### config.mk
export PLATFORM = sky130hd
export DESIGN_NAME = graph_reachability_engine
export DESIGN_NICKNAME = d
export VERILOG_FILES = /design/src/rtl/gre_pkg.sv /design/src/rtl/gre_ram.sv /design/src/rtl/gre_ctrl.sv /design/src/rtl/gre_dpath.sv /design/src/rtl/graph_reachability_engine.sv
export SDC_FILE = /design/constraint.sdc
export NUM_CORES = 2
export LEC_CHECK = 0
export BUFFER_PORTS_ARGS = -buffer_cell sky130_fd_sc_hd__buf_2
export CAP_MARGIN = 40
export CORE_MARGIN = 2
export CORE_UTILIZATION = 45
export DETAILED_ROUTE_END_ITERATION = 8
export SETUP_SLACK_MARGIN = 0.2
export SYNTH_ARGS = -nofsm -noshare
export SYNTH_HDL_FRONTEND = slang
export SYNTH_SLANG_ARGS = --single-unit
### constraint.sdc
create_clock -name clk -period 12.2 [get_ports clk]
set_input_delay 1.83 -clock clk [delete_from_list [all_inputs] [get_ports clk]]
set_output_delay 1.83 -clock clk [all_outputs]
set_load 0.1 [all_outputs]
### src/rtl/gre_pkg.sv
// ----------------------------------------------------------------------------
// gre_pkg
// shared types, constants and helpers of the graph reachability engine
// ----------------------------------------------------------------------------
package gre_pkg;

	// graph size and field widths
	localparam int NODES     = 64;
	localparam int NODE_W    = (NODES > 1) ? $clog2(NODES) : 1;
	localparam int FUNC_W    = 2;
	localparam int FIELD_W   = 6;
	localparam int S_TDATA_W = 16;
	localparam int M_TDATA_W = 8;

	// operation codes
	typedef enum logic [FUNC_W-1:0] {
		FN_ENABLE = 2'd0,
		FN_ADD    = 2'd1,
		FN_REMOVE = 2'd2,
		FN_QUERY  = 2'd3
	} func_t;

	typedef enum logic [2:0] {
		ST_IDLE,
		ST_ENABLE,
		ST_LINK_RD,
		ST_LINK_WR,
		ST_Q_INIT,
		ST_Q_RUN,
		ST_FINISH
	} state_t;

	// controller to datapath
	typedef struct packed {
		logic load;      // capture the incoming transaction
		logic en_set;    // set the enable bit of node_a
		logic link_rd;   // read adjacency row of node_a
		logic link_wr;   // write modified row back
		logic q_init;    // clear reached and expanded sets
		logic q_run;     // one expansion step
		logic out_load;  // load the result register
	} cmd_t;

	// datapath to controller
	typedef struct packed {
		logic  q_done;   // nothing left to expand, no read in flight
		func_t func;     // operation of the held transaction
	} status_t;

	function automatic logic node_ok(input logic [FIELD_W-1:0] n);
		return (int'(n) < NODES);
	endfunction

	function automatic logic [NODE_W-1:0] node_idx(input logic [FIELD_W-1:0] n);
		return NODE_W'(n);
	endfunction

endpackage

### src/rtl/gre_ram.sv
// ----------------------------------------------------------------------------
// gre_ram
// simple dual port ram, one write and one registered read port
// ----------------------------------------------------------------------------
module gre_ram #(
	parameter int WIDTH = 64,
	parameter int DEPTH = 64,
	localparam int AW = (DEPTH > 1) ? $clog2(DEPTH) : 1
) (
	input  logic             clk,
	input  logic             we,
	input  logic [AW-1:0]    waddr,
	input  logic [WIDTH-1:0] wdata,
	input  logic             re,
	input  logic [AW-1:0]    raddr,
	output logic [WIDTH-1:0] rdata
);

	logic [WIDTH-1:0] mem_q [DEPTH];

	always_ff @(posedge clk) begin
		if (we) begin
			mem_q[waddr] <= wdata;
		end
		if (re) begin
			rdata <= mem_q[raddr];
		end
	end

endmodule

### src/rtl/gre_ctrl.sv
// ----------------------------------------------------------------------------
// gre_ctrl
// sequencing fsm and output valid register
// ----------------------------------------------------------------------------
module gre_ctrl (
	input  logic             clk,
	input  logic             arst_n,
	input  logic             s_tvalid,
	output logic             s_tready,
	input  gre_pkg::func_t   in_func,
	output logic             m_tvalid,
	input  logic             m_tready,
	input  gre_pkg::status_t status,
	output gre_pkg::cmd_t    cmd
);
	import gre_pkg::*;

	state_t state_q;
	state_t state_d;
	logic   m_tvalid_q;
	logic   slot_free;

	assign slot_free = !m_tvalid_q || m_tready;
	assign m_tvalid  = m_tvalid_q;

	always_comb begin
		state_d = state_q;
		case (state_q)
			ST_IDLE: begin
				if (s_tvalid) begin
					case (in_func)
						FN_ENABLE: state_d = ST_ENABLE;
						FN_ADD, FN_REMOVE: state_d = ST_LINK_RD;
						FN_QUERY: state_d = ST_Q_INIT;
						default: state_d = ST_IDLE;
					endcase
				end
			end
			ST_ENABLE: state_d = ST_FINISH;
			ST_LINK_RD: state_d = ST_LINK_WR;
			ST_LINK_WR: state_d = ST_FINISH;
			ST_Q_INIT: state_d = ST_Q_RUN;
			ST_Q_RUN: begin
				if (status.q_done) begin
					state_d = ST_FINISH;
				end
			end
			ST_FINISH: begin
				if (slot_free) begin
					state_d = ST_IDLE;
				end
			end
			default: state_d = ST_IDLE;
		endcase
	end

	always_comb begin
		cmd      = '0;
		s_tready = 1'b0;
		case (state_q)
			ST_IDLE: begin
				s_tready = 1'b1;
				cmd.load = s_tvalid;
			end
			ST_ENABLE: cmd.en_set = 1'b1;
			ST_LINK_RD: cmd.link_rd = 1'b1;
			ST_LINK_WR: cmd.link_wr = 1'b1;
			ST_Q_INIT: cmd.q_init = 1'b1;
			ST_Q_RUN: cmd.q_run = 1'b1;
			ST_FINISH: cmd.out_load = slot_free;
			default: cmd = '0;
		endcase
	end

	always_ff @(posedge clk or negedge arst_n) begin
		if (!arst_n) begin
			state_q    <= ST_IDLE;
			m_tvalid_q <= 1'b0;
		end else begin
			state_q <= state_d;
			if (cmd.out_load) begin
				m_tvalid_q <= 1'b1;
			end else if (m_tready) begin
				m_tvalid_q <= 1'b0;
			end
		end
	end

endmodule

### src/rtl/gre_dpath.sv
// ----------------------------------------------------------------------------
// gre_dpath
// adjacency memory, enable bits and reachability expansion
// ----------------------------------------------------------------------------
module gre_dpath (
	input  logic                        clk,
	input  logic                        arst_n,
	input  gre_pkg::cmd_t               cmd,
	input  gre_pkg::func_t              in_func,
	input  logic [gre_pkg::FIELD_W-1:0] in_node_a,
	input  logic [gre_pkg::FIELD_W-1:0] in_node_b,
	output gre_pkg::status_t            status,
	output logic                        connected
);
	import gre_pkg::*;

	// held transaction
	func_t              func_q;
	logic [FIELD_W-1:0] node_a_q;
	logic [FIELD_W-1:0] node_b_q;

	logic [NODES-1:0] enabled_q;
	logic [NODES-1:0] row_valid_q;
	logic [NODES-1:0] reached_q;
	logic [NODES-1:0] expanded_q;
	logic             rd_inflight_s1;
	logic             row_ok_s1;
	logic             connected_q;

	logic              a_ok;
	logic              b_ok;
	logic [NODE_W-1:0] a_idx;
	logic [NODE_W-1:0] b_idx;
	logic [NODES-1:0]  start_mask;
	logic [NODES-1:0]  ram_rdata;
	logic [NODES-1:0]  row_data;
	logic [NODES-1:0]  merged;
	logic [NODES-1:0]  pending;
	logic [NODES-1:0]  pick_oh;
	logic [NODE_W-1:0] pick_idx;
	logic              pick_valid;
	logic [NODES-1:0]  wr_row;
	logic              ram_we;
	logic              ram_re;
	logic [NODE_W-1:0] ram_raddr;

	assign a_ok  = node_ok(node_a_q);
	assign b_ok  = node_ok(node_b_q);
	assign a_idx = node_idx(node_a_q);
	assign b_idx = node_idx(node_b_q);

	// rows never written read as empty
	always_comb begin
		row_data = '0;
		if (row_ok_s1) begin
			row_data = ram_rdata;
		end
	end

	always_comb begin
		for (int i = 0; i < NODES; i++) begin
			start_mask[i] = a_ok && (a_idx == NODE_W'(i));
		end
	end

	// frontier: reached or start, enabled, not yet expanded
	assign merged     = rd_inflight_s1 ? (reached_q | row_data) : reached_q;
	assign pending    = (merged | start_mask) & enabled_q & ~expanded_q;
	assign pick_oh    = pending & (~pending + NODES'(1));
	assign pick_valid = |pending;

	always_comb begin
		pick_idx = '0;
		for (int i = 0; i < NODES; i++) begin
			if (pick_oh[i]) begin
				pick_idx = pick_idx | NODE_W'(i);
			end
		end
	end

	// row update for add and remove
	always_comb begin
		for (int i = 0; i < NODES; i++) begin
			if (b_idx == NODE_W'(i)) begin
				wr_row[i] = (func_q == FN_ADD);
			end else begin
				wr_row[i] = row_data[i];
			end
		end
	end

	assign ram_we    = cmd.link_wr && a_ok && b_ok;
	assign ram_re    = cmd.link_rd || (cmd.q_run && pick_valid);
	assign ram_raddr = cmd.link_rd ? a_idx : pick_idx;

	gre_ram #(
		.WIDTH(NODES),
		.DEPTH(NODES)
	) u_adj_ram (
		.clk  (clk),
		.we   (ram_we),
		.waddr(a_idx),
		.wdata(wr_row),
		.re   (ram_re),
		.raddr(ram_raddr),
		.rdata(ram_rdata)
	);

	always_ff @(posedge clk) begin
		if (cmd.load) begin
			func_q   <= in_func;
			node_a_q <= in_node_a;
			node_b_q <= in_node_b;
		end
		if (ram_re) begin
			row_ok_s1 <= row_valid_q[ram_raddr];
		end
		if (cmd.out_load) begin
			connected_q <= (func_q == FN_QUERY) && b_ok && reached_q[b_idx];
		end
	end

	always_ff @(posedge clk or negedge arst_n) begin
		if (!arst_n) begin
			enabled_q      <= '0;
			row_valid_q    <= '0;
			reached_q      <= '0;
			expanded_q     <= '0;
			rd_inflight_s1 <= 1'b0;
		end else begin
			if (cmd.en_set && a_ok) begin
				enabled_q[a_idx] <= 1'b1;
			end
			if (ram_we) begin
				row_valid_q[a_idx] <= 1'b1;
			end
			if (cmd.q_init) begin
				reached_q      <= '0;
				expanded_q     <= '0;
				rd_inflight_s1 <= 1'b0;
			end else if (cmd.q_run) begin
				reached_q      <= merged;
				expanded_q     <= expanded_q | pick_oh;
				rd_inflight_s1 <= pick_valid;
			end
		end
	end

	assign status.q_done = !rd_inflight_s1 && !pick_valid;
	assign status.func   = func_q;
	assign connected     = connected_q;

endmodule

### src/rtl/graph_reachability_engine.sv
// ----------------------------------------------------------------------------
// graph_reachability_engine
// directed graph store with enable, link add/remove and reachability query
// ----------------------------------------------------------------------------
// usage
//   input stream s_*: one transaction per operation (enable node, add link,
//   remove link, query). output stream m_*: exactly one result transaction
//   per input transaction, in order; connected is set only by a query whose
//   target is reachable over links leaving enabled nodes.
//   items are worked one at a time: s_tready is high only while the
//   controller is idle.
//   steps per transaction, from accept to result register loaded:
//     enable sets one enable bit, add or remove link is a read-modify-write of
//     one row of the adjacency ram, and a query expands the enabled start node
//     and every enabled node reached from it, each once, walking one adjacency
//     row per cycle through the single ram read port.
//   the controller returns to idle before the next transaction is taken.
//   reset clears the graph, the enable bits and the reached set at once
//   (row valid bits, no clearing sweep); the engine is ready right after.
//   a stalled receiver holds the result in the output register; the next
//   transaction is still accepted and runs, then waits until that register
//   frees.
// ----------------------------------------------------------------------------
module graph_reachability_engine (
	input  logic                          clk,
	input  logic                          arst_n,
	input  logic                          s_tvalid,
	output logic                          s_tready,
	// func [1:0], node_a [7:2], node_b [13:8], zero [15:14]
	input  logic [gre_pkg::S_TDATA_W-1:0] s_tdata,
	output logic                          m_tvalid,
	input  logic                          m_tready,
	// connected [0], zero [7:1]
	output logic [gre_pkg::M_TDATA_W-1:0] m_tdata
);
	import gre_pkg::*;

	// field split of the input transaction
	func_t              in_func;
	logic [FIELD_W-1:0] in_node_a;
	logic [FIELD_W-1:0] in_node_b;
	cmd_t               cmd;
	status_t            status;
	logic               connected;

	assign in_func   = func_t'(s_tdata[FUNC_W-1:0]);
	assign in_node_a = s_tdata[FUNC_W +: FIELD_W];
	assign in_node_b = s_tdata[FUNC_W + FIELD_W +: FIELD_W];

	gre_ctrl u_ctrl (
		.clk     (clk),
		.arst_n  (arst_n),
		.s_tvalid(s_tvalid),
		.s_tready(s_tready),
		.in_func (in_func),
		.m_tvalid(m_tvalid),
		.m_tready(m_tready),
		.status  (status),
		.cmd     (cmd)
	);

	gre_dpath u_dpath (
		.clk      (clk),
		.arst_n   (arst_n),
		.cmd      (cmd),
		.in_func  (in_func),
		.in_node_a(in_node_a),
		.in_node_b(in_node_b),
		.status   (status),
		.connected(connected)
	);

	// result field in the low bit, rest padded
	assign m_tdata = {{(M_TDATA_W-1){1'b0}}, connected};

	// no result register overwrite while the receiver still holds one
	assert property (@(posedge clk) disable iff (!arst_n)
		cmd.out_load |-> (!m_tvalid || m_tready))
		else $error("result register overwritten");

	// only queries may report a reachable target
	assert property (@(posedge clk) disable iff (!arst_n)
		(cmd.out_load && status.func != FN_QUERY) |=> !m_tdata[0])
		else $error("non-query result marked connected");

	// one transaction at a time: accepting closes the input side
	assert property (@(posedge clk) disable iff (!arst_n)
		(s_tvalid && s_tready) |=> !s_tready)
		else $error("second transaction accepted while busy");

	// neither expansion nor a link write runs while the input side is open
	assert property (@(posedge clk) disable iff (!arst_n)
		s_tready |-> !(cmd.q_run || cmd.link_wr))
		else $error("datapath busy while ready");

endmodule
==> impl_results.rst <==
.. list-table::
   :header-rows: 1

   * - Metric
     - Value
   * - Die height
     - 632 µm
   * - Failing checks
     - DRC
   * - Area grow syn2layout
     - 13.5%
   * - Total global routing track utilization
     - 0.275
   * - Detailed Route Iter0 Violations
     - 16500
   * - Post-CTS clock slew at the launch and capture registers of the worst setup and hold paths
     - 0.06 ns
   * - Final number of setup-violating endpoints
     - 0
   * - Portion of netlist area occupied by mux cells
     - 0.0799
   * - Number of buffers created by CTS
     - 441
   * - Count of vias placed by the detailed router
     - 110000
   * - Required time of the critical path
     - 13.04 ns
   * - Worst skew pair latency
     - 1.02 ns
   * - Count of mapped cells out of synthesis
     - 11800
   * - Remaining max-slew budget at the tightest pin
     - 0.139
   * - Detailed Place HPWL
     - 315000 µm
   * - Clock tree from TritonCTS
     - yes
   * - Most used flip-flop cell after synthesis
     - sky130_fd_sc_hd__edfxtp_1
   * - Sum of routed wire length over all layers
     - 561000 µm
   * - Type of origin of the critical path
     - flop
   * - Max Root-Sink Buffers
     - 4
   * - Setup repair after global routing missed its margin
     - no
   * - Count of unique library cells instantiated by Yosys
     - 87
   * - Standard cell with the maximum stage delay on the critical path
     - sky130_fd_sc_hd__nor3b_1
   * - Timing-limited maximum frequency
     - 117 MHz
   * - Final worst path period share
     - 0.702
   * - Number of core rows
     - 230
   * - Most frequent cell on the critical path
     - sky130_fd_sc_hd__buf_4
   * - Synth Area in XOR/XNOR
     - 0
   * - Multi-input combinational cell area
     - 43100 µm²
   * - Total grt overflow
     - 0
   * - Effective utilization at floorplan
     - 0.452
   * - Hold Violations, Final
     - 0
   * - Crit path cell chain
     - buf_4 > buf_4 > a31oi_1 > o21ai_0 > a222oi_1 > nand4b_1 > nor3b_1 > nand3_1 > o2111ai_1 > o41a_2 > buf_12 > buf_4 > buf_4 > nand2_1 > nand3_1 > a21oi_1 > nor4_1 > and4_1
   * - Synth async-reset ratio
     - 0.0588
   * - Leading area contributor after synthesis
     - sky130_fd_sc_hd__edfxtp_1
   * - Simple-gate share of the synthesized area
     - 0.0995
   * - Worst r2r src
     - u_dpath.row_ok_s1
   * - Gr busiest metal
     - met2
   * - Warnings, synthesis
     - 0
   * - Number of buffers added on ports
     - 20
   * - Top cells by area in the synthesized netlist
     - sky130_fd_sc_hd__edfxtp_1 71%, sky130_fd_sc_hd__mux2i_1 5.2%, sky130_fd_sc_hd__nand2_1 4.6%
   * - Placer congestion estimate
     - 0.952
   * - Tightest Pin Transition
     - 1.29 ns
   * - Max Slew Vio Count
     - 0
   * - Wire length of the first global-routing pass
     - 783000 µm
   * - Via count of the first global-routing pass
     - 104000
   * - Initial DRT Pass Iterations
     - 8
   * - Filler Cells Inserted
     - 31800
   * - Max-cap violations
     - 0
   * - Hold_buf cts
     - 0
   * - Count of flip-flops with a built-in enable after synthesis
     - 4176
   * - Sort of element at the end of the critical path
     - flop
   * - Met3 Track Usage GR
     - 0.0560
   * - First element of the critical path
     - u_dpath.row_ok_s1
   * - Largest net degree at the start of global routing
     - 140
   * - Layout net count
     - 12000
   * - Most common cell after layout, fill and taps aside
     - sky130_fd_sc_hd__edfxtp_1
   * - Post-Synthesis Cell Area
     - 177000 µm²
   * - Total power after layout
     - 60.6 mW
   * - Post-cts gate resize count
     - 0
   * - Time the final worst path needs with I/O delays and setup
     - 8.57 ns
   * - Type of the worst min-delay path
     - flop to flop
   * - Number of antenna violations at the first check in global routing
     - 28
   * - Register bit count reported by yosys
     - 4437
   * - Most frequent cells in the layout
     - 4176 x sky130_fd_sc_hd__edfxtp_1, 2173 x sky130_fd_sc_hd__nand2_1, 928 x sky130_fd_sc_hd__mux2i_1
   * - Run status
     - finished, violations left
   * - Number of levels the H-tree was split into
     - 5
   * - Number of post-CTS setup repair buffers
     - 0
   * - Clk sink count
     - 4437
   * - Total leakage power
     - 67.9 nW
   * - GRT met2 Usage
     - 0.429
   * - Storage element area
     - 132000 µm²
   * - Root Buffer Master
     - sky130_fd_sc_hd__clkbuf_16
   * - Number of buffer and inverter instances along the worst setup path
     - 5
   * - DRC
     - 2
   * - Die outline area
     - 399000 µm²
   * - Family with the most delay on the worst path
     - simple AND/OR/NAND/NOR gates
   * - Maximum resistive drop on vdd
     - 0.626 mV
   * - Main combinational cell family by area after synthesis
     - simple AND/OR/NAND/NOR gates
   * - Fraction of post-synthesis cell area in the top cell type by area
     - 0.707
   * - Horiz. Die Dim
     - 632 µm
   * - Worst setup skew after layout
     - 0.102 ns
   * - Remaining number of nets flagged by the antenna check after routing
     - 0
   * - Vias per Instance
     - 6.26
   * - I/O pin count
     - 30
   * - Maximum single-stage delay on the critical path
     - 0.75 ns
   * - CP Max Fanout
     - 51
   * - Post-synthesis compound-gate area fraction
     - 0.0547
   * - Met1 Usage GRT
     - 0.382
   * - Arithmetic-cell share of the synthesized area counting full adders, half adders and majority gates
     - 0.000141
   * - Placeable core area
     - 392000 µm²
   * - Average wire per cell in the routed design
     - 32.0 µm
   * - Finished Core Util
     - 0.513
   * - Ratio of cells with drive above 1 in the final layout
     - 0.134
   * - Total Neg Setup Slack
     - 0 ns
   * - Data arrival time of the worst path
     - 9.41 ns
   * - Cell Pwr Density
     - 301 nW/µm²
   * - Launch instance of the worst min-delay path
     - u_dpath.enabled_q[29]
   * - Sequential fraction of the synthesis area
     - 0.744
   * - Post-Syn Area per Cell
     - 15.0 µm²
   * - Type of the worst setup path
     - flop to flop
registers in the layout, indices dropped and copies added (netlist names), 2 cells and up:
| name | cells |
|---|---|
| u_ctrl.state_q | 3 |
| u_dpath.a_idx | 6 |
| u_dpath.b_idx | 6 |
| u_dpath.enabled_q | 64 |
| u_dpath.expanded_q | 64 |
| u_dpath.func_q | 2 |
| u_dpath.reached_q | 64 |
| u_dpath.row_valid_q | 64 |
| u_dpath.u_adj_ram.mem_q | 4096 |
| u_dpath.u_adj_ram.rdata | 64 |
metal layers:
metal / vias to the layer above / part of all wire
li1: 45500 / -
met1: 56700 / 0.39
met2: 6582 / 0.45
met3: 1194 / 0.11
met4: 8 / 0.044
met5: - / 0.00010
path summary, 6_finish.rpt:
kind / cells past startpoint / endpoint / slack (ns)
worst min-delay path: 1 / u_dpath.enabled_q[29] / 0.46
worst min register to register: 1 / u_dpath.enabled_q[29] / 0.46
max in group asynchronous: 3 / u_dpath.expanded_q[28] / 9.89
worst max register to register: 18 / u_dpath.u_adj_ram.rdata[13] / 3.63
min in group asynchronous: 1 / u_dpath.row_valid_q[34] / 0.90
worst max-delay path: 18 / u_dpath.u_adj_ram.rdata[13] / 3.63
stage by stage:
step / cells / setup WS, ns / hold slack [ns] / instance area (µm²)
5_1_grt: 17600 / 3.36 / 0.474 / 201000
4_1_cts: 17500 / 3.89 / 0.463 / 201000
6_report: 17600 / 3.63 / 0.465 / 201000
3_5_place_dp: 16700 / 3.94 / 0.451 / 187000
2_1_floorplan: 11800 / 5.86 / 0.427 / 177000
3_3_place_gp: 16600 / 3.99 / 0.441 / 185000
cells in the mapped netlist, types with 7 or more instances:
| cell | number |
|---|---|
| sky130_fd_sc_hd__o211ai_1 | 22 |
| sky130_fd_sc_hd__a31o_2 | 14 |
| sky130_fd_sc_hd__nor4bb_1 | 7 |
| sky130_fd_sc_hd__nor3_1 | 39 |
| sky130_fd_sc_hd__a22oi_1 | 74 |
| sky130_fd_sc_hd__mux2i_1 | 928 |
| sky130_fd_sc_hd__a211oi_1 | 72 |
| sky130_fd_sc_hd__inv_1 | 33 |
| sky130_fd_sc_hd__a222oi_1 | 9 |
| sky130_fd_sc_hd__buf_4 | 75 |
| sky130_fd_sc_hd__a21oi_1 | 505 |
| sky130_fd_sc_hd__nor2b_1 | 52 |
| sky130_fd_sc_hd__nand4_1 | 100 |
| sky130_fd_sc_hd__nor2_1 | 219 |
| sky130_fd_sc_hd__and4_1 | 72 |
| sky130_fd_sc_hd__or2_2 | 75 |
| sky130_fd_sc_hd__nand2b_1 | 22 |
| sky130_fd_sc_hd__a2bb2oi_1 | 7 |
| sky130_fd_sc_hd__mux2_2 | 127 |
| sky130_fd_sc_hd__o2111ai_1 | 7 |
| sky130_fd_sc_hd__a221oi_1 | 8 |
| sky130_fd_sc_hd__nand2_1 | 2180 |
| sky130_fd_sc_hd__buf_2 | 320 |
| sky130_fd_sc_hd__nor4_1 | 140 |
| sky130_fd_sc_hd__o21bai_1 | 43 |
| sky130_fd_sc_hd__a221o_1 | 101 |
| sky130_fd_sc_hd__buf_1 | 43 |
| sky130_fd_sc_hd__mux4_2 | 153 |
| sky130_fd_sc_hd__a31oi_1 | 43 |
| sky130_fd_sc_hd__o31ai_1 | 23 |
| sky130_fd_sc_hd__and3_1 | 74 |
| sky130_fd_sc_hd__nor3b_1 | 7 |
| sky130_fd_sc_hd__edfxtp_1 | 4176 |
| sky130_fd_sc_hd__o21ai_0 | 144 |
| sky130_fd_sc_hd__o22ai_1 | 197 |
| sky130_fd_sc_hd__dfrtp_1 | 261 |
| sky130_fd_sc_hd__buf_6 | 17 |
| sky130_fd_sc_hd__a311o_1 | 64 |
| sky130_fd_sc_hd__and2_1 | 30 |
| sky130_fd_sc_hd__nand3_1 | 834 |
| sky130_fd_sc_hd__clkbuf_1 | 310 |
| sky130_fd_sc_hd__a32o_1 | 65 |
final cells by class:
cell class	count	area share
clock buffers	534	0.0571
inverters	33	0.000615
well taps	5220	0.0325
flip-flops and latches	4437	0.656
repair buffers	482	0.0269
clock inverters	280	0.0131
diodes	9	0.000112
multi-input cells	6563	0.214
power breakdown:
part	internal, mW	switching (mW)
clock network	7.60	5.85
logic	8.62	18.5
registers	19.4	0.574
logic make-up after synthesis:
kind of cell               Yosys count
AOI/OAI and AO/OA                 1453
adders and majority gates            2
buffers and inverters              798
and+or+nand+nor                   3893
other                                1
DFF                               4437
muxes                             1208
(Power assumes the default switching activity.)
